## config.mk

```make
export PLATFORM = sky130hd
export DESIGN_NAME = clsa_cordic_stage
export DESIGN_NICKNAME = d
export VERILOG_FILES = /design/src/rtl/cone_lane_steering_angle_core_macros.svh /design/src/rtl/clsa_pkg.sv /design/src/rtl/clsa_cordic_stage.sv
export SDC_FILE = /design/constraint.sdc
export NUM_CORES = 1
export LEC_CHECK = 0
export BUFFER_PORTS_ARGS = -buffer_cell sky130_fd_sc_hd__buf_2
export CAP_MARGIN = 20
export CORE_MARGIN = 1
export CORE_UTILIZATION = 60
export CTS_BUF_LIST = sky130_fd_sc_hd__clkbuf_8
export CTS_CLUSTER_DIAMETER = 100
export DETAILED_ROUTE_END_ITERATION = 10
export PLACE_DENSITY = 0.93
export SYNTH_ARGS = -nofsm -noshare
export SYNTH_HDL_FRONTEND = slang
export SYNTH_SLANG_ARGS = --single-unit
```

## constraint.sdc

```tcl
create_clock -name clk -period 6.45 [get_ports clk]
set_input_delay 0.3225 -clock clk [delete_from_list [all_inputs] [get_ports clk]]
set_output_delay 0.3225 -clock clk [all_outputs]
set_load 0.05 [all_outputs]
```

## src/rtl/cone_lane_steering_angle_core_macros.svh

```systemverilog
// ---------------------------------------------------------------------------
// Cone lane steering angle: assertion macros
// Concurrent checks on a clock with a synchronous active-high reset.
// ---------------------------------------------------------------------------
`ifndef CONE_LANE_STEERING_ANGLE_CORE_MACROS_SVH
`define CONE_LANE_STEERING_ANGLE_CORE_MACROS_SVH

`ifndef NO_ASSERTIONS

`define CLSA_ASSERT_SAME(label, clk, rst, ante, cons) \
  label: assert property (@(posedge clk) disable iff (rst) (ante) |-> (cons)) \
    else $error("same-cycle check failed");

`define CLSA_ASSERT_NEXT(label, clk, rst, ante, cons) \
  label: assert property (@(posedge clk) disable iff (rst) (ante) |=> (cons)) \
    else $error("next-cycle check failed");

`else

`define CLSA_ASSERT_SAME(label, clk, rst, ante, cons)

`define CLSA_ASSERT_NEXT(label, clk, rst, ante, cons)

`endif

`endif

```

## src/rtl/clsa_pkg.sv

```systemverilog
// ---------------------------------------------------------------------------
// Cone lane steering angle: package
// Shared constants, codes, sideband type and arctangent table.
// ---------------------------------------------------------------------------
package clsa_pkg;

  localparam int COORD_WIDTH_DEF  = 10;
  localparam int CORDIC_STEPS_DEF = 16;
  localparam int PRE_SHIFT        = 14;
  localparam int ZW               = 24;
  localparam int TABLE_LEN        = 24;

  localparam int MAG_W            = 23;
  localparam int NUM_W            = 38;
  localparam int T_SHIFT          = 17;
  localparam int T_W              = NUM_W - T_SHIFT;
  localparam int RECIP_W          = 22;
  localparam int RECIP_SHIFT      = 27;
  localparam int PROD_W           = T_W + RECIP_W;
  localparam int Q_W              = 15;

  localparam logic [MAG_W-1:0]   ANG_90   = 23'd5898240;
  localparam logic [NUM_W-1:0]   ANG_HALF = 38'd2949120;
  localparam logic [RECIP_W-1:0] RECIP_45 = 22'd2982617;

  localparam logic [1:0] OUT_CONES = 2'd0;
  localparam logic [1:0] OUT_HELD  = 2'd1;
  localparam logic [1:0] OUT_RANGE = 2'd2;

  localparam logic [1:0] REG_MAX_STEERING = 2'd0;
  localparam logic [1:0] REG_DIST_THRESH  = 2'd1;
  localparam logic [1:0] REG_CENTER_X     = 2'd2;

  typedef struct packed {
    logic              ax0;
    logic              ay0;
    logic              dxneg;
    logic [1:0]        outcome;
    logic signed [15:0] value;
  } side_t;

  function automatic logic signed [ZW-1:0] atan_val(input int idx);
    logic signed [ZW-1:0] r;
    r = '0;
    unique case (idx)
      0:  r = 24'sd2949120;
      1:  r = 24'sd1740967;
      2:  r = 24'sd919879;
      3:  r = 24'sd466945;
      4:  r = 24'sd234379;
      5:  r = 24'sd117304;
      6:  r = 24'sd58666;
      7:  r = 24'sd29335;
      8:  r = 24'sd14668;
      9:  r = 24'sd7334;
      10: r = 24'sd3667;
      11: r = 24'sd1833;
      12: r = 24'sd917;
      13: r = 24'sd458;
      14: r = 24'sd229;
      15: r = 24'sd115;
      16: r = 24'sd57;
      17: r = 24'sd29;
      18: r = 24'sd14;
      19: r = 24'sd7;
      20: r = 24'sd4;
      21: r = 24'sd2;
      22: r = 24'sd1;
      default: r = '0;
    endcase
    return r;
  endfunction

endpackage

```

## src/rtl/clsa_cordic_stage.sv

```systemverilog
// ---------------------------------------------------------------------------
// Cone lane steering angle: CORDIC stage
// One registered vectoring rotation with a fixed shift and table angle.
// ---------------------------------------------------------------------------
module clsa_cordic_stage import clsa_pkg::*; #(
  parameter int XW   = COORD_WIDTH_DEF + PRE_SHIFT + 3,
  parameter int STEP = 0
) (
  input  logic                 clk,
  input  logic                 en,
  input  logic signed [XW-1:0] x_in,
  input  logic signed [XW-1:0] y_in,
  input  logic signed [ZW-1:0] z_in,
  input  side_t                side_in,
  output logic signed [XW-1:0] x_out,
  output logic signed [XW-1:0] y_out,
  output logic signed [ZW-1:0] z_out,
  output side_t                side_out
);

  localparam logic signed [ZW-1:0] ATAN = atan_val(STEP);

  logic signed [XW-1:0] xs;
  logic signed [XW-1:0] ys;

  assign xs = x_in >>> STEP;
  assign ys = y_in >>> STEP;

  always_ff @(posedge clk) begin
    if (en) begin
      if (!y_in[XW-1]) begin
        x_out <= x_in + ys;
        y_out <= y_in - xs;
        z_out <= z_in + ATAN;
      end else begin
        x_out <= x_in - ys;
        y_out <= y_in + xs;
        z_out <= z_in - ATAN;
      end
      side_out <= side_in;
    end
  end

endmodule

```

==> impl_metrics.py <==
metrics = {
    "placement": {
        "dp_hpwl_mm": 17.2,
        "place_ws_ps": 3040,
        "place_congestion": 0.969,
        "io_buffers": 199,
    },
    "grt": {
        "track_usage_pct": 32.1,
        "grt_pass1_vias": 6513,
        "grt_max_degree": 93,
        "grt_pass1_wl_mm": 33.2,
        "grt_overflow": 0,
        "antenna_found_initial": 0,
    },
    "routing": {
        "dr.pass1.iters": 8,
        "routed_wl_mm": 21.6,
        "drc": 0,
        "viasPerCell": 6.01,
        "detail-route-antenna-nets": 0,
        "detail_route.wl_per_cell_um": 18.3,
        "route.vias.total": 7106,
        "drtIter0Drc": 941,
    },
    "cts": {
        "postCtsHoldBufs": 0,
        "cts_buffers": 9,
        "clockBufferDepth": 2,
        "h-tree-depth": 3,
        "cts_resized": 0,
        "clkTransAtPathRegs_ps": 90,
        "cts_setup_buffers": 0,
        "cts_tree": "yes",
        "clock-root-buffer": "clkbuf_8",
        "cts_num_sinks": 98,
    },
    "logic_synthesis": {
        "synth-seq-cells": 98,
        "syn_area_per_cell_um2": 9.40,
        "yosysTopAreaCell": "edfxtp_1",
        "yosysTopAreaCellShare_pct": 37.6,
        "synthesis.yosys.warnings": 0,
        "yosys-top-cells-count": "98 x edfxtp_1, 91 x ha_1, 90 x a21oi_1",
        "synth_edf_count": 98,
        "async_flop_share_pct": 0,
        "synth_area_leaders": "edfxtp_1 38%, ha_1 15%, a21oi_1 5.8%",
        "ys.flop_type": "edfxtp_1",
        "syn_inst": 832,
        "syn_nets": 1028,
        "synth_area_mm2": 0.00782,
        "yosysMostFrequentCell": "edfxtp_1",
        "yosys.cell_types.count": 66,
        "ys_seq_area_share_pct": 37.6,
    },
    "sta": {
        "setup_violations": 0,
        "fin_ws_ps": 3320,
        "worst_slew_pin_slew_ps": 797,
        "hold_violations": 0,
        "grt_setup_unrepaired": "no",
        "hold_slack_ps": 124,
        "slew_headroom_pct": 46.9,
        "fin_crit_sh_pct": 48.5,
        "report.final.slew_viol_count": 0,
        "tns_ps": 0,
        "timing.final.crit_period_ps": 3130,
        "fmax_mhz": 320,
    },
    "setup_path": {
        "critical_path_required_ps": 6550,
        "start_kind": "input pin",
        "end_kind": "flip-flop",
        "arrival_ps": 3220,
        "crit_type": "in2reg",
        "crit_path_start": "x_in[2]",
        "crit_fanout": 11,
    },
    "cells_and_area": {
        "regArea_mm2": 0.00294,
        "multi_input_comb_area_mm2": 0.00437,
        "drive_gt1_share_pct": 22.5,
        "fillCellCount": 978,
        "area_growth_pct": 16.1,
        "antenna_cells": 0,
        "nets": 1203,
    },
    "power": {
        "cellPowerDensity_mw_per_mm2": 234,
        "power_mw": 2.12,
        "ir_worst_vdd_uv": 129,
        "p_leak_nw": 4.11,
    },
    "run_status": {
        "status": "completed",
    },
    "floorplan": {
        "dieArea_mm2": 0.0135,
        "start_util_pct": 61.7,
        "rows": 41,
        "coreArea_mm2": 0.0127,
        "io_pins": 200,
        "die_y_um": 116,
        "die_w_um": 116,
    },
    "min_path": {
        "hp-start": "side_in[19]",
        "hold_class": "in2reg",
    },
    "flow_run": {
        "cap_violations": 0,
    },
}
[logic make-up after synthesis]
| logic type | count (synthesis) | synth area share (%) |
|---|---|---|
| xor gates and xnor gates | 57 | 6.38 |
| and+or+nand+nor | 184 | 11.4 |
| AOI/OAI and AO/OA | 257 | 21.1 |
| adders and majority gates | 95 | 15.6 |
| DFF | 98 | 37.6 |
| muxes | 11 | 1.41 |
| buffers and inverters | 130 | 6.59 |
[worst max-delay path: stages]
cell      delay, ps
buf_2           110
inv_1            40
ha_1            540
nor2_1          120
o311ai_1        570
a211oi_1        240
nor3_1          640
o21ai_1         230
nor2_1          140
a21oi_1          80
xnor2_1         190
[stage by stage]
step	instances	utilization, %	instance area, µm²
floorplan	832	-	7820
global placement	1167	70.1	8890
detailed placement	1167	70.1	8890
CTS	1182	71.5	9050
global route	1183	71.7	9080
finish	1183	71.7	9080
[area by class of cell]
type	count	share of cell area [%]
Tap cell	172	2.37
Multi-Input combinational cell	604	48.1
Clock buffer	9	1.36
Sequential cell	98	32.4
Timing Repair Buffer	203	11.5
Inverter	91	3.76
Clock inverter	6	0.482
[final timing paths]
kind / end / depth (start not counted)
setup / recovery: x_out[20]$_DFFE_PP_ / 11
hold / removal: side_out[19]$_DFFE_PP_ / 1
[per-layer routing]
metal	track usage (%)	up-vias	share of wire, %
li1	-	3310	-
met1	44.1	3260	41
met2	51.8	466	45
met3	3.48	70	10
met4	13.2	0	3.2
met5	0	-	0
[placed cells by master, fill, tap and decap left out, types with 6 or more instances in the layout]
master,netlist,layout
nand2b_1,8,8
ha_1,91,91
nand4_1,11,11
edfxtp_1,98,98
or3_1,6,6
a21oi_1,90,90
nor2_1,69,69
nand2_1,42,42
o21ai_0,57,57
nor2b_1,9,9
o221ai_1,6,6
inv_1,89,89
buf_2,7,198
a211oi_1,8,8
xnor2_1,46,46
a21o_1,13,13
clkbuf_8,0,9
o21bai_1,18,18
mux2i_1,11,11
nor3_1,14,14
o21a_1,6,6
o21ai_1,8,8
xor2_1,11,11
[where the power goes]
part	internal (mW)	switching, mW
combinational	0.259	0.681
sequential	0.812	0.0220
clock	0.139	0.209
total	1.21	0.911
[flip-flops by register name, indices dropped and copies added, names as in the netlist]
| signal | flops |
|---|---|
| side_out | 21 |
| z_out | 24 |
| y_out | 27 |
| x_out | 26 |
Note: power is estimated with default switching activity, not from simulation.
