### src/rtl/cone_lane_steering_angle_core_macros.svh
// ---------------------------------------------------------------------------
// Cone lane steering angle: assertion macros
// Concurrent checks on a clock with a synchronous active-high reset.
// ---------------------------------------------------------------------------
`ifndef CONE_LANE_STEERING_ANGLE_CORE_MACROS_SVH
`define CONE_LANE_STEERING_ANGLE_CORE_MACROS_SVH

`ifndef NO_ASSERTIONS

`define CLSA_ASSERT_SAME(label, clk, rst, ante, cons) \
  label: assert property (@(posedge clk) disable iff (rst) (ante) |-> (cons)) \
    else $error("same-cycle check failed");

`define CLSA_ASSERT_NEXT(label, clk, rst, ante, cons) \
  label: assert property (@(posedge clk) disable iff (rst) (ante) |=> (cons)) \
    else $error("next-cycle check failed");

`else

`define CLSA_ASSERT_SAME(label, clk, rst, ante, cons)

`define CLSA_ASSERT_NEXT(label, clk, rst, ante, cons)

`endif

`endif

### src/rtl/clsa_pkg.sv
// ---------------------------------------------------------------------------
// Cone lane steering angle: package
// Shared constants, codes, sideband type and arctangent table.
// ---------------------------------------------------------------------------
package clsa_pkg;

  localparam int COORD_WIDTH_DEF  = 10;
  localparam int CORDIC_STEPS_DEF = 16;
  localparam int PRE_SHIFT        = 14;
  localparam int ZW               = 24;
  localparam int TABLE_LEN        = 24;

  localparam int MAG_W            = 23;
  localparam int NUM_W            = 38;
  localparam int T_SHIFT          = 17;
  localparam int T_W              = NUM_W - T_SHIFT;
  localparam int RECIP_W          = 22;
  localparam int RECIP_SHIFT      = 27;
  localparam int PROD_W           = T_W + RECIP_W;
  localparam int Q_W              = 15;

  localparam logic [MAG_W-1:0]   ANG_90   = 23'd5898240;
  localparam logic [NUM_W-1:0]   ANG_HALF = 38'd2949120;
  localparam logic [RECIP_W-1:0] RECIP_45 = 22'd2982617;

  localparam logic [1:0] OUT_CONES = 2'd0;
  localparam logic [1:0] OUT_HELD  = 2'd1;
  localparam logic [1:0] OUT_RANGE = 2'd2;

  localparam logic [1:0] REG_MAX_STEERING = 2'd0;
  localparam logic [1:0] REG_DIST_THRESH  = 2'd1;
  localparam logic [1:0] REG_CENTER_X     = 2'd2;

  typedef struct packed {
    logic              ax0;
    logic              ay0;
    logic              dxneg;
    logic [1:0]        outcome;
    logic signed [15:0] value;
  } side_t;

  function automatic logic signed [ZW-1:0] atan_val(input int idx);
    logic signed [ZW-1:0] r;
    r = '0;
    unique case (idx)
      0:  r = 24'sd2949120;
      1:  r = 24'sd1740967;
      2:  r = 24'sd919879;
      3:  r = 24'sd466945;
      4:  r = 24'sd234379;
      5:  r = 24'sd117304;
      6:  r = 24'sd58666;
      7:  r = 24'sd29335;
      8:  r = 24'sd14668;
      9:  r = 24'sd7334;
      10: r = 24'sd3667;
      11: r = 24'sd1833;
      12: r = 24'sd917;
      13: r = 24'sd458;
      14: r = 24'sd229;
      15: r = 24'sd115;
      16: r = 24'sd57;
      17: r = 24'sd29;
      18: r = 24'sd14;
      19: r = 24'sd7;
      20: r = 24'sd4;
      21: r = 24'sd2;
      22: r = 24'sd1;
      default: r = '0;
    endcase
    return r;
  endfunction

endpackage

### src/rtl/clsa_back.sv
// ---------------------------------------------------------------------------
// Cone lane steering angle: back end
// Angle fold, steering scale, divide by ninety degrees, output skid buffer.
// ---------------------------------------------------------------------------
module clsa_back import clsa_pkg::*; (
  input  logic                 clk,
  input  logic                 rst,
  input  logic                 en,
  input  logic                 v_last,
  input  logic signed [ZW-1:0] z_in,
  input  side_t                side_in,
  input  logic [14:0]          max_steering,
  input  logic                 out_stall,
  output logic                 out_valid,
  output logic                 skid_full,
  output logic signed [15:0]   steering_value,
  output logic [1:0]           outcome
);

  logic [MAG_W-1:0]     zc;
  logic [MAG_W-1:0]     mag_next;
  logic                 neg_next;

  logic [MAG_W-1:0]     b1_mag;
  logic                 b1_neg;
  side_t                b1_side;
  logic [NUM_W-1:0]     b2_num;
  logic                 b2_neg;
  side_t                b2_side;
  logic [PROD_W-1:0]    b3_prod;
  logic                 b3_neg;
  side_t                b3_side;

  logic [Q_W-1:0]       q;
  logic signed [15:0]   res_value;
  logic signed [15:0]   skid_value;
  logic [1:0]           skid_outcome;
  logic                 take;

  always_comb begin
    priority if (z_in[ZW-1]) begin
      zc = '0;
    end else if (z_in > $signed({1'b0, ANG_90})) begin
      zc = ANG_90;
    end else begin
      zc = z_in[MAG_W-1:0];
    end
    priority if (side_in.ay0) begin
      mag_next = ANG_90;
      neg_next = !side_in.dxneg;
    end else if (side_in.ax0) begin
      mag_next = '0;
      neg_next = 1'b0;
    end else begin
      mag_next = ANG_90 - zc;
      neg_next = !side_in.dxneg;
    end
  end

  always_ff @(posedge clk) begin
    if (en) begin
      b1_mag  <= mag_next;
      b1_neg  <= neg_next;
      b1_side <= side_in;
      b2_num  <= b1_mag * max_steering + ANG_HALF;
      b2_neg  <= b1_neg;
      b2_side <= b1_side;
      b3_prod <= b2_num[NUM_W-1:T_SHIFT] * RECIP_45;
      b3_neg  <= b2_neg;
      b3_side <= b2_side;
    end
  end

  always_comb begin
    q = b3_prod[RECIP_SHIFT+Q_W-1:RECIP_SHIFT];
    if (b3_side.outcome == OUT_CONES) begin
      res_value = b3_neg ? -$signed({1'b0, q}) : $signed({1'b0, q});
    end else begin
      res_value = b3_side.value;
    end
  end

  assign take = out_valid && !out_stall;

  always_ff @(posedge clk) begin
    if (rst) begin
      out_valid <= 1'b0;
      skid_full <= 1'b0;
    end else if (skid_full) begin
      if (take) begin
        skid_full <= 1'b0;
      end
    end else if (v_last) begin
      if (!out_valid || take) begin
        out_valid <= 1'b1;
      end else begin
        skid_full <= 1'b1;
      end
    end else if (take) begin
      out_valid <= 1'b0;
    end
  end

  always_ff @(posedge clk) begin
    if (skid_full) begin
      if (take) begin
        steering_value <= skid_value;
        outcome        <= skid_outcome;
      end
    end else if (v_last) begin
      if (!out_valid || take) begin
        steering_value <= res_value;
        outcome        <= b3_side.outcome;
      end else begin
        skid_value   <= res_value;
        skid_outcome <= b3_side.outcome;
      end
    end
  end

endmodule

### config.mk
export PLATFORM = sky130hd
export DESIGN_NAME = clsa_back
export DESIGN_NICKNAME = d
export VERILOG_FILES = /design/src/rtl/cone_lane_steering_angle_core_macros.svh /design/src/rtl/clsa_pkg.sv /design/src/rtl/clsa_back.sv
export SDC_FILE = /design/constraint.sdc
export NUM_CORES = 1
export LEC_CHECK = 0
export BUFFER_PORTS_ARGS = -buffer_cell sky130_fd_sc_hd__buf_2
export CELL_PAD_IN_SITES_DETAIL_PLACEMENT = 1
export CELL_PAD_IN_SITES_GLOBAL_PLACEMENT = 2
export CORE_MARGIN = 1
export CORE_UTILIZATION = 35
export CTS_CLUSTER_SIZE = 40
export DETAILED_ROUTE_END_ITERATION = 10
export PLACE_DENSITY_LB_ADDON = 0.12
export SYNTH_ARGS = -nofsm -noshare
export SYNTH_HDL_FRONTEND = slang
export SYNTH_SLANG_ARGS = --single-unit
### constraint.sdc
create_clock -name clk -period 8.9 [get_ports clk]
set_input_delay 1.78 -clock clk [delete_from_list [all_inputs] [get_ports clk]]
set_output_delay 1.78 -clock clk [all_outputs]
set_load 0.005 [all_outputs]
==> run_results.csv <==
group,metric,value,unit
floorplan,core,64700,um2
yosys,ys_types,60,
setup_path,r2r_slack,1.78,ns
global_routing,grt_max_degree,62,
setup_path,worst_path_max_delay_cell,"fa_1",
setup_path,r2r_cells,21,
setup_path,cp_slowest_stage_delay,0.55,ns
setup_path,end_kind,"register",
clock_tree,clock_path_buffers,2,
clock_tree,cts_made_buffers,17,
drt,route.detailed.drc,0,
run_status,status,"complete, no violations",
cells_and_area,drive_above_1_share,0.0700,
yosys,synth_edf_count,152,
placed_design,placed_cells,3152,
yosys,synth_area,23000,um2
setup_path,crit_top_cell,"fa_1",
sta,fin_ws,0.958,ns
cells_and_area,antenna_cells,0,
job,cap_violations,0,
clock_tree,clkTransAtPathRegs,0.07,ns
clock_tree,cts_tree,"built",
drt,wl,60000,um
clock_tree,cts_setup_buffers,0,
setup_path,required,9.16,ns
yosys,synth_compound_area_frac,0.0521,
global_routing,grt_pass1_vias,17700,
clock_tree,clockRootBuffer,"clkbuf_16",
cells_and_area,nFillCells,7332,
sta,hold_viol_final,0,
sta,setup_viol,0,
yosys,yosys.area_share.simple,0.110,
placed_design,place_area,24400,um2
cells_and_area,nets,3072,
placed_design,hpwl,50200,um
setup_path,r2r_start,"b2_num[29]",
worst_hold_path,hold_class,"reg -> reg",
setup_path,worstSetupStartpoint,"max_steering[0]",
setup_path,setup.worst_path.class,"in -> reg",
drt,first_iter_violations,514,
setup_path,path_max_fanout,22,
cells_and_area,multiInputGateArea,16100,um2
sta,setup_tns,0,ns
yosys,synthArstFlopShare,0,
cells_and_area,area_growth_syn_to_layout,8.59,%
global_routing,grt_pass1_wl,96800,um
drt,drtAntennaViolNets,0,
sta,relSlewSlack,0.347,
sta,post-route-period-util,0.892,
sta,drv_slew,0,
yosys,synth_xor_area_frac,0.0224,
yosys,yosys_register_bits,154,
floorplan,die_x,259,um
yosys,synth_top_family_by_area,"adder cells",
floorplan,start_util,0.356,
yosys,yosys_most_used_dff,"edfxtp_1",
sta,final.setup_skew,0.0188,ns
drt,via_per_inst,4.79,
drt,num_vias,15300,
cells_and_area,regArea,4600,um2
floorplan,rows,93,
cells_and_area,fin_cells,3184,
clock_tree,cts.sinks,154,
sta,period_minus_slack,7.94,ns
clock_tree,cts-resized-gates,0,
placed_design,numPortBuffers,84,
global_routing,gr-total-overflow,0,
yosys,synth_area_per_cell,10.2,um2
global_routing,grt_use_total,0.189,
setup_path,worstPathCellList,"buf_2 -> nand2_1 -> fa_1 -> fa_1 -> fa_1 -> inv_1 -> fa_1 -> inv_1 -> fa_1 -> inv_1 -> fa_1 -> ha_1 -> a21o_1 -> a21o_1 -> a21o_1 -> a221oi_1 -> buf_4 -> nor3_1 -> buf_4 -> o32ai_2 -> o21ai_0 -> o311ai_0",
clock_tree,cts_htree_levels,4,
placed_design,place_congestion,0.827,
yosys,synth_mux_area_frac,0.0101,
drt,wl_per_cell,18.8,um
floorplan,die_h,259,um
sta,max_freq,126,MHz
clock_tree,hold_buffers,0,
yosys,seq_area_frac_synth,0.200,
clock_tree,clock_latency,0.48,ns
setup_path,cp.depth,22,
yosys,yosys.area_share.adder,0.504,
setup_path,critPathBufInv,6,
global_routing,antenna_found_initial,2,
yosys,netlist_instances,2263,
setup_path,r2r_end,"b3_prod[33]",
setup_path,cp.arrival,8.20,ns
setup_path,cp-start-kind,"primary input",
sta,rsz0062_at_grt,"false",
setup_path,crit_end,"b2_num[33]",
sta,max_slew.worst_pin.slew,0.979,ns
floorplan,die-area,66900,um2
yosys,synth_nets,3019,
floorplan,num_io_pins,85,
drt,drt_first_pass_iters,4,
cells_and_area,fin_area,25000,um2
yosys,yosysWarnings,0,
placed_design,pre_cts_ws,0.314,ns
setup_path,cp_top_family,"adder cells",
layer usage:
layer,track usage,vias up,part of all wire
li1,-,7150,-
met4,0.0465,0,0.019
met2,0.337,164,0.51
met3,0.0212,63,0.019
met1,0.242,7877,0.46
met5,0,-,0
cells in the final DEF, fill, tap and decap left out, drive strengths merged, types with 9 or more instances in the layout:
cell type  synthesis  final
a21o              21     21
a21oi             45     45
and2             127    127
and3               9      9
buf                7     99
clkbuf            58     17
clkinv             0      9
edfxtp           152    152
fa               394    394
ha               297    297
inv              557    563
mux2              18     18
nand2            265    265
nand3             12     12
nand4             13     13
nor2              42     42
nor3              13     13
nor4               9      9
o21a               9      9
o21ai             50     50
xnor2             35     35
xor2              24     24
through the flow:
step	hold WS (ns)	utilization
6_report	0.422	0.387
5_1_grt	0.417	0.387
4_1_cts	0.422	0.387
3_5_place_dp	0.406	0.377
3_3_place_gp	0.400	0.377
2_1_floorplan	0.400	-
logic make-up after synthesis:
family	Yosys count
fa+ha+maj	691
buf+inv	622
simple gates	531
compound gates	185
flops	154
xor+xnor	59
mux	21
worst min-delay path by stage:
stage,depth (start not counted),slack (ns),startpoint,end
final,0,0.42,b2_side[11],b3_side[11]
after CTS,0,0.42,b1_side[5],b2_side[5]
after detailed placement,0,0.41,b2_side[9],b3_side[9]
after global placement,0,0.40,b1_side[8],b2_side[8]
after global routing,0,0.42,b1_side[5],b2_side[5]
after floorplan,0,0.40,b1_neg,b2_neg
synth_stat cells (24+ instances only):
cell type,count,share of area
ha_1,297,0.16
nor2_1,42,0.0068
fa_1,394,0.34
edfxtp_1,152,0.20
inv_1,557,0.091
and2_1,127,0.034
a21oi_1,45,0.0098
clkbuf_1,58,0.0094
o21ai_0,47,0.010
xor2_1,24,0.0091
nand2_1,265,0.043
xnor2_1,35,0.013
flip-flops by register name (all words and copies together) (netlist names):
register        cells
b1_mag             23
b1_neg              1
b1_side            18
b2_neg              1
b2_num             21
b2_side            18
b3_neg              1
b3_prod            15
b3_side            18
out_valid           1
outcome             2
skid_full           1
skid_outcome        2
skid_value         16
steering_value     16
area by class of cell:
cell class / instances / share of cell area
clock buffers: 17 / 0.0170
flip-flops and latches: 154 / 0.184
clock inverters: 15 / 0.00785
inverters: 557 / 0.0836
multi-input cells: 1487 / 0.643
repair buffers: 99 / 0.0214
well taps: 855 / 0.0428
Power is left out: the tool's default activity adds up to more than one toggle a clock period on the data nets, which glitch-free logic cannot reach.
