$ cat config.mk
export PLATFORM = sky130hd
export DESIGN_NAME = clsa_front
export DESIGN_NICKNAME = d
export VERILOG_FILES = /design/src/rtl/cone_lane_steering_angle_core_macros.svh /design/src/rtl/clsa_pkg.sv /design/src/rtl/clsa_front.sv
export SDC_FILE = /design/constraint.sdc
export NUM_CORES = 1
export LEC_CHECK = 0
export ABC_AREA = 1
export BUFFER_PORTS_ARGS = -buffer_cell sky130_fd_sc_hd__buf_4
export CAP_MARGIN = 25
export CORE_ASPECT_RATIO = 1.75
export CORE_UTILIZATION = 50
export CTS_CLUSTER_SIZE = 14
export DETAILED_ROUTE_END_ITERATION = 8
export PLACE_DENSITY_LB_ADDON = 0.12
export SYNTH_ARGS = -nofsm -noshare
export SYNTH_HDL_FRONTEND = slang
export SYNTH_SLANG_ARGS = --single-unit
$ cat constraint.sdc
create_clock -name clk -period 6.3 [get_ports clk]
set_input_delay 0.945 -clock clk [delete_from_list [all_inputs] [get_ports clk]]
set_output_delay 0.945 -clock clk [all_outputs]
set_load 0.02 [all_outputs]
$ cat src/rtl/cone_lane_steering_angle_core_macros.svh
// ---------------------------------------------------------------------------
// Cone lane steering angle: assertion macros
// Concurrent checks on a clock with a synchronous active-high reset.
// ---------------------------------------------------------------------------
`ifndef CONE_LANE_STEERING_ANGLE_CORE_MACROS_SVH
`define CONE_LANE_STEERING_ANGLE_CORE_MACROS_SVH

`ifndef NO_ASSERTIONS

`define CLSA_ASSERT_SAME(label, clk, rst, ante, cons) \
  label: assert property (@(posedge clk) disable iff (rst) (ante) |-> (cons)) \
    else $error("same-cycle check failed");

`define CLSA_ASSERT_NEXT(label, clk, rst, ante, cons) \
  label: assert property (@(posedge clk) disable iff (rst) (ante) |=> (cons)) \
    else $error("next-cycle check failed");

`else

`define CLSA_ASSERT_SAME(label, clk, rst, ante, cons)

`define CLSA_ASSERT_NEXT(label, clk, rst, ante, cons)

`endif

`endif

$ cat src/rtl/clsa_pkg.sv
// ---------------------------------------------------------------------------
// Cone lane steering angle: package
// Shared constants, codes, sideband type and arctangent table.
// ---------------------------------------------------------------------------
package clsa_pkg;

  localparam int COORD_WIDTH_DEF  = 10;
  localparam int CORDIC_STEPS_DEF = 16;
  localparam int PRE_SHIFT        = 14;
  localparam int ZW               = 24;
  localparam int TABLE_LEN        = 24;

  localparam int MAG_W            = 23;
  localparam int NUM_W            = 38;
  localparam int T_SHIFT          = 17;
  localparam int T_W              = NUM_W - T_SHIFT;
  localparam int RECIP_W          = 22;
  localparam int RECIP_SHIFT      = 27;
  localparam int PROD_W           = T_W + RECIP_W;
  localparam int Q_W              = 15;

  localparam logic [MAG_W-1:0]   ANG_90   = 23'd5898240;
  localparam logic [NUM_W-1:0]   ANG_HALF = 38'd2949120;
  localparam logic [RECIP_W-1:0] RECIP_45 = 22'd2982617;

  localparam logic [1:0] OUT_CONES = 2'd0;
  localparam logic [1:0] OUT_HELD  = 2'd1;
  localparam logic [1:0] OUT_RANGE = 2'd2;

  localparam logic [1:0] REG_MAX_STEERING = 2'd0;
  localparam logic [1:0] REG_DIST_THRESH  = 2'd1;
  localparam logic [1:0] REG_CENTER_X     = 2'd2;

  typedef struct packed {
    logic              ax0;
    logic              ay0;
    logic              dxneg;
    logic [1:0]        outcome;
    logic signed [15:0] value;
  } side_t;

  function automatic logic signed [ZW-1:0] atan_val(input int idx);
    logic signed [ZW-1:0] r;
    r = '0;
    unique case (idx)
      0:  r = 24'sd2949120;
      1:  r = 24'sd1740967;
      2:  r = 24'sd919879;
      3:  r = 24'sd466945;
      4:  r = 24'sd234379;
      5:  r = 24'sd117304;
      6:  r = 24'sd58666;
      7:  r = 24'sd29335;
      8:  r = 24'sd14668;
      9:  r = 24'sd7334;
      10: r = 24'sd3667;
      11: r = 24'sd1833;
      12: r = 24'sd917;
      13: r = 24'sd458;
      14: r = 24'sd229;
      15: r = 24'sd115;
      16: r = 24'sd57;
      17: r = 24'sd29;
      18: r = 24'sd14;
      19: r = 24'sd7;
      20: r = 24'sd4;
      21: r = 24'sd2;
      22: r = 24'sd1;
      default: r = '0;
    endcase
    return r;
  endfunction

endpackage

$ cat src/rtl/clsa_front.sv
// ---------------------------------------------------------------------------
// Cone lane steering angle: front end
// Pair validity, pair choice and direction vector, over two stages.
// ---------------------------------------------------------------------------
module clsa_front import clsa_pkg::*; #(
  parameter int COORD_WIDTH = COORD_WIDTH_DEF
) (
  input  logic                                   clk,
  input  logic                                   en,
  input  logic [COORD_WIDTH-1:0]                 blue_near_x,
  input  logic [COORD_WIDTH-1:0]                 blue_near_y,
  input  logic [COORD_WIDTH-1:0]                 blue_far_x,
  input  logic [COORD_WIDTH-1:0]                 blue_far_y,
  input  logic [COORD_WIDTH-1:0]                 yellow_near_x,
  input  logic [COORD_WIDTH-1:0]                 yellow_near_y,
  input  logic [COORD_WIDTH-1:0]                 yellow_far_x,
  input  logic [COORD_WIDTH-1:0]                 yellow_far_y,
  input  logic [15:0]                            range_reading,
  input  logic signed [15:0]                     previous_steering,
  input  logic [15:0]                            distance_threshold,
  input  logic [9:0]                             image_center_x,
  output logic signed [COORD_WIDTH+PRE_SHIFT+2:0] x0,
  output logic signed [COORD_WIDTH+PRE_SHIFT+2:0] y0,
  output side_t                                  side0
);

  localparam int W = COORD_WIDTH;

  logic [W-1:0]        ctr;
  logic                bv;
  logic                yv;
  logic                forced;
  logic                use_yellow;
  logic signed [W:0]   db_diff;
  logic signed [W:0]   dy_diff;
  logic [W-1:0]        db;
  logic [W-1:0]        dyl;
  side_t               side_a_next;

  logic [W-1:0]        a_nx;
  logic [W-1:0]        a_ny;
  logic [W-1:0]        a_fx;
  logic [W-1:0]        a_fy;
  side_t               a_side;

  logic signed [W:0]   dx;
  logic signed [W:0]   dy;
  logic [W-1:0]        ax;
  logic [W-1:0]        ay;
  side_t               side_b_next;

  always_comb begin
    ctr = W'(image_center_x);
    bv  = !(blue_near_x == '0 && blue_near_y == '0) &&
          !(blue_far_x == '0 && blue_far_y == '0) &&
          !(blue_near_x == blue_far_x && blue_near_y == blue_far_y);
    yv  = !(yellow_near_x == '0 && yellow_near_y == '0) &&
          !(yellow_far_x == '0 && yellow_far_y == '0) &&
          !(yellow_near_x == yellow_far_x && yellow_near_y == yellow_far_y);
    db_diff = $signed({1'b0, ctr}) - $signed({1'b0, blue_far_x});
    dy_diff = $signed({1'b0, yellow_far_x}) - $signed({1'b0, ctr});
    db  = db_diff[W] ? W'(-db_diff) : W'(db_diff);
    dyl = dy_diff[W] ? W'(-dy_diff) : W'(dy_diff);
    use_yellow = (bv && yv) ? (dyl < db) : yv;
    forced = (range_reading >= distance_threshold);

    side_a_next.ax0   = 1'b0;
    side_a_next.ay0   = 1'b0;
    side_a_next.dxneg = 1'b0;
    priority if (forced) begin
      side_a_next.outcome = OUT_RANGE;
      side_a_next.value   = '0;
    end else if (!bv && !yv) begin
      side_a_next.outcome = OUT_HELD;
      side_a_next.value   = previous_steering;
    end else begin
      side_a_next.outcome = OUT_CONES;
      side_a_next.value   = previous_steering;
    end
  end

  always_ff @(posedge clk) begin
    if (en) begin
      a_nx   <= use_yellow ? yellow_near_x : blue_near_x;
      a_ny   <= use_yellow ? yellow_near_y : blue_near_y;
      a_fx   <= use_yellow ? yellow_far_x  : blue_far_x;
      a_fy   <= use_yellow ? yellow_far_y  : blue_far_y;
      a_side <= side_a_next;
    end
  end

  always_comb begin
    dx = $signed({1'b0, a_fx}) - $signed({1'b0, a_nx});
    dy = $signed({1'b0, a_fy}) - $signed({1'b0, a_ny});
    ax = dx[W] ? W'(-dx) : W'(dx);
    ay = dy[W] ? W'(-dy) : W'(dy);
    side_b_next       = a_side;
    side_b_next.ax0   = (ax == '0);
    side_b_next.ay0   = (ay == '0);
    side_b_next.dxneg = dx[W];
  end

  always_ff @(posedge clk) begin
    if (en) begin
      x0    <= $signed({3'b000, ax, {PRE_SHIFT{1'b0}}});
      y0    <= $signed({3'b000, ay, {PRE_SHIFT{1'b0}}});
      side0 <= side_b_next;
    end
  end

endmodule

==> summary.txt <==
Layout
  – Layout cell share with drive strength beyond 1: 16.0%
  – Storage element area: 0.00297 mm2
  – N_diodes: 0
  – Fillers: roughly 1600
  – Area of the multi-input gates: between 0.004 and 0.005 mm2
  – Area growth syn-to-layout: 19.9%
  – Nets: 1589
  – Final Cell Area: approximately 0.010 mm2
  – Final Core Density: 61.2%

Die
  – Die Y: ~180 um
  – Core area: 0.0169 mm2
  – # IOs: roughly 220
  – Initial Util: 51.1%
  – Die area: between 0.015 and 0.02 mm2
  – Chip width: 101 um
  – Std cell rows: between 60 and 70

Worst setup path
  – CP endpoint kind: flip-flop
  – Maximum fanout along the worst path: 40
  – Crit path DAT: approximately 5 ns
  – Worst endpoint required time: approximately 6.4 ns
  – Setup CP Type: primary input to flip-flop
  – Startpoint Class: primary input

Clocking
  – Sink Count: just under 100
  – Htree depth: 3
  – Worst skew pair latency: approximately 0.35 ns
  – CTS tree: built
  – Clk root buf: clkbuf_16
  – CTS Buf Count: 9
  – Post-CTS Hold Buffers: 0
  – Setup fix buffers added after clock tree synthesis: 0
  – Clk buf depth: 2
  – Reg clk slew, reported paths: approximately 0.070 ns
  – Resize count post-CTS: 0

Logic synthesis
  – Ys async rst share: 0%
  – Mapped Cells: about 1200
  – Yosys reg bits: 99
  – Synth area leader: edfxtp_1
  – Mapped Area: 0.00865 mm2
  – Synth Warn #: 0
  – Sequential share of the synthesized area: between 30% and 40%
  – Post-synth EDFFs: 99
  – Main synth FF type: edfxtp_1
  – Most frequent cell after synthesis: nand2_1
  – Post-synth cell types: 39
  – Top cells by count, synth: nand2_1 (377), inv_1 (200), nand3_1 (119)
  – Average cell area after synthesis: around 7.2 um2
  – Synth area leaders: edfxtp_1 (34%), nand2_1 (16%), ha_1 (10%), inv_1 (8.7%), nand3_1 (6.9%)
  – Yosys top cell area share: between 30 and 40%

Route
  – Remaining DRCs: 0
  – Drt total wl: about 23 mm
  – Routed len/inst: ~14 um
  – Antenna-violating nets left: 0
  – Pre-antenna DRT Iters: 6
  – Vias: between 8000 and 9000
  – Starting DRT DRC Count: 423
  – Drt via density: about 5.1

Power
  – Worst vdd ir: between 0.00015 and 0.0002 V
  – Leak: 5.55 nW
  – Pwr dens: just under 400 mW/mm2

Global routing
  – Number of global-route vias before repair: approximately 7800
  – Antenna violations before repair: 0
  – All-Layer GR Usage: 26.8%
  – GRT Residual Overflow: 0
  – First-pass GRT wire length: roughly 36 mm
  – Largest net degree at the start of global routing: between 50 and 60

Placement
  – HPWL after DPL: a little under 20 mm
  – Routability congestion estimate: slightly below 1
  – Number of port buffers: 180
  – Post-DP Area: approximately 0.01 mm2
  – Pre-CTS setup slack: around 1.3 ns

Timing
  – RSZ-0062 raised after global routing: false
  – Slew Limit Fails: 0
  – Relative slew slack: 43.0%
  – Fmax: 0.208 GHz
  – Setup violations, final: 0
  – Clk_skew: approximately 0.0087 ns
  – Measured slew at the worst slew-check pin: 0.853 ns
  – Period utilization: between 70% and 80%
  – Final hold vios: 0
  – Setup TNS: 0 ns
  – Fin crit period: between 4 and 5 ns
  – Fin worst setup slack: between 1.5 and 2 ns

Run
  – MaxCap Viol Count: 0

Status
  – Status: finished clean

Hold path
  – Worst hold path class: flip-flop to flip-flop
## registers in the layout (all words and copies together) (netlist names)
name and cells:
side0 21, a_side 18, a_fx 10, a_fy 10, a_nx 10, a_ny 10, x0 10, y0 10
## path summary, 6_finish.rpt
check	from	endpoint	slack (ns)	cells past startpoint
max	yellow_far_x[0]	a_ny[4]	1.50	24
min	a_side[17]	side0[17]	0.42	0
max reg2reg	a_nx[0]	side0[20]	3.68	15
min reg2reg	a_side[17]	side0[17]	0.42	0
## placed cells by master, fill, tap and decap left out, types with 2 or more instances in the layout
cell type	Yosys	final
nand3_1	119	119
clkbuf_16	0	9
o21bai_1	3	3
buf_4	34	185
xor2_1	28	28
fa_1	4	4
inv_1	200	200
conb_1	1	34
edfxtp_1	99	99
nor4_1	16	16
o22ai_1	3	3
or2_2	6	6
or2_1	3	3
o21ai_0	17	17
a31oi_1	2	2
nand3_2	3	3
a21oi_2	2	2
nand2_2	4	4
ha_1	69	69
nor2_1	85	84
nand4_1	18	18
inv_6	0	3
nor2_2	2	3
nand3b_1	4	4
a21boi_0	2	2
nor3_1	13	13
o2111ai_1	3	3
a21oi_1	36	36
xnor2_1	18	18
nand2_1	377	377
o211ai_1	3	3
## routing by layer
metal / part of all wire, % / track usage [%]
met1: 34 / 25.5
met2: 55 / 51.9
met3: 4.5 / 2.61
met4: 6.7 / 18.8
met5: 0 / 0
## logic make-up after synthesis
| family | count (synthesis) | share of synthesized area, % |
|---|---|---|
| compound gates | 75 | 5.05 |
| xor+xnor | 46 | 4.66 |
| fa+ha+maj | 73 | 10.9 |
| buf+inv | 253 | 12.9 |
| flops | 99 | 34.4 |
| other cells | 1 | 0.0433 |
| simple gates | 652 | 32.1 |
## cell type report
cell class                 instances  area share [%]
tap                              227            2.74
clock inverter                     6           0.519
inverter                         201            7.27
multi-input combinational        880            45.2
clock buffer                      10            2.21
sequential                        99            28.7
timing repair buffer             185            13.4
## where the power goes
group | switching, mW | total, mW | internal, mW
Combinational | 1.60 | 2.47 | 0.875
Sequential | 0.0508 | 1.07 | 1.02
Clock | 0.249 | 0.525 | 0.276
Total | 1.90 | 4.07 | 2.17
## metrics by stage
step	instances	total power [mW]	hold slack (ns)
2_1_floorplan	1232	2.96	0.400
3_3_place_gp	1592	3.50	0.401
3_5_place_dp	1592	3.56	0.405
4_1_cts	1608	4.09	0.421
5_1_grt	1608	4.47	0.424
6_report	1608	4.07	0.419
## critical path, cell delays in order
cell,delay [ns]
buf_4,0.13
inv_1,0.10
ha_1,0.19
fa_1,0.22
inv_1,0.05
nand3_1,0.07
nand2_1,0.11
nand3_1,0.11
nand2_1,0.06
nand2_1,0.07
nand2_1,0.06
a21oi_1,0.64
nand2_1,0.14
xor2_1,0.42
ha_1,0.31
nand2_1,0.13
nor2_1,0.08
o211ai_1,0.09
o2111ai_1,0.14
nand3_1,0.31
nand2_1,0.09
buf_4,0.27
nand2_1,0.10
nand2_1,0.06
Power figures use the tool's default switching activity.
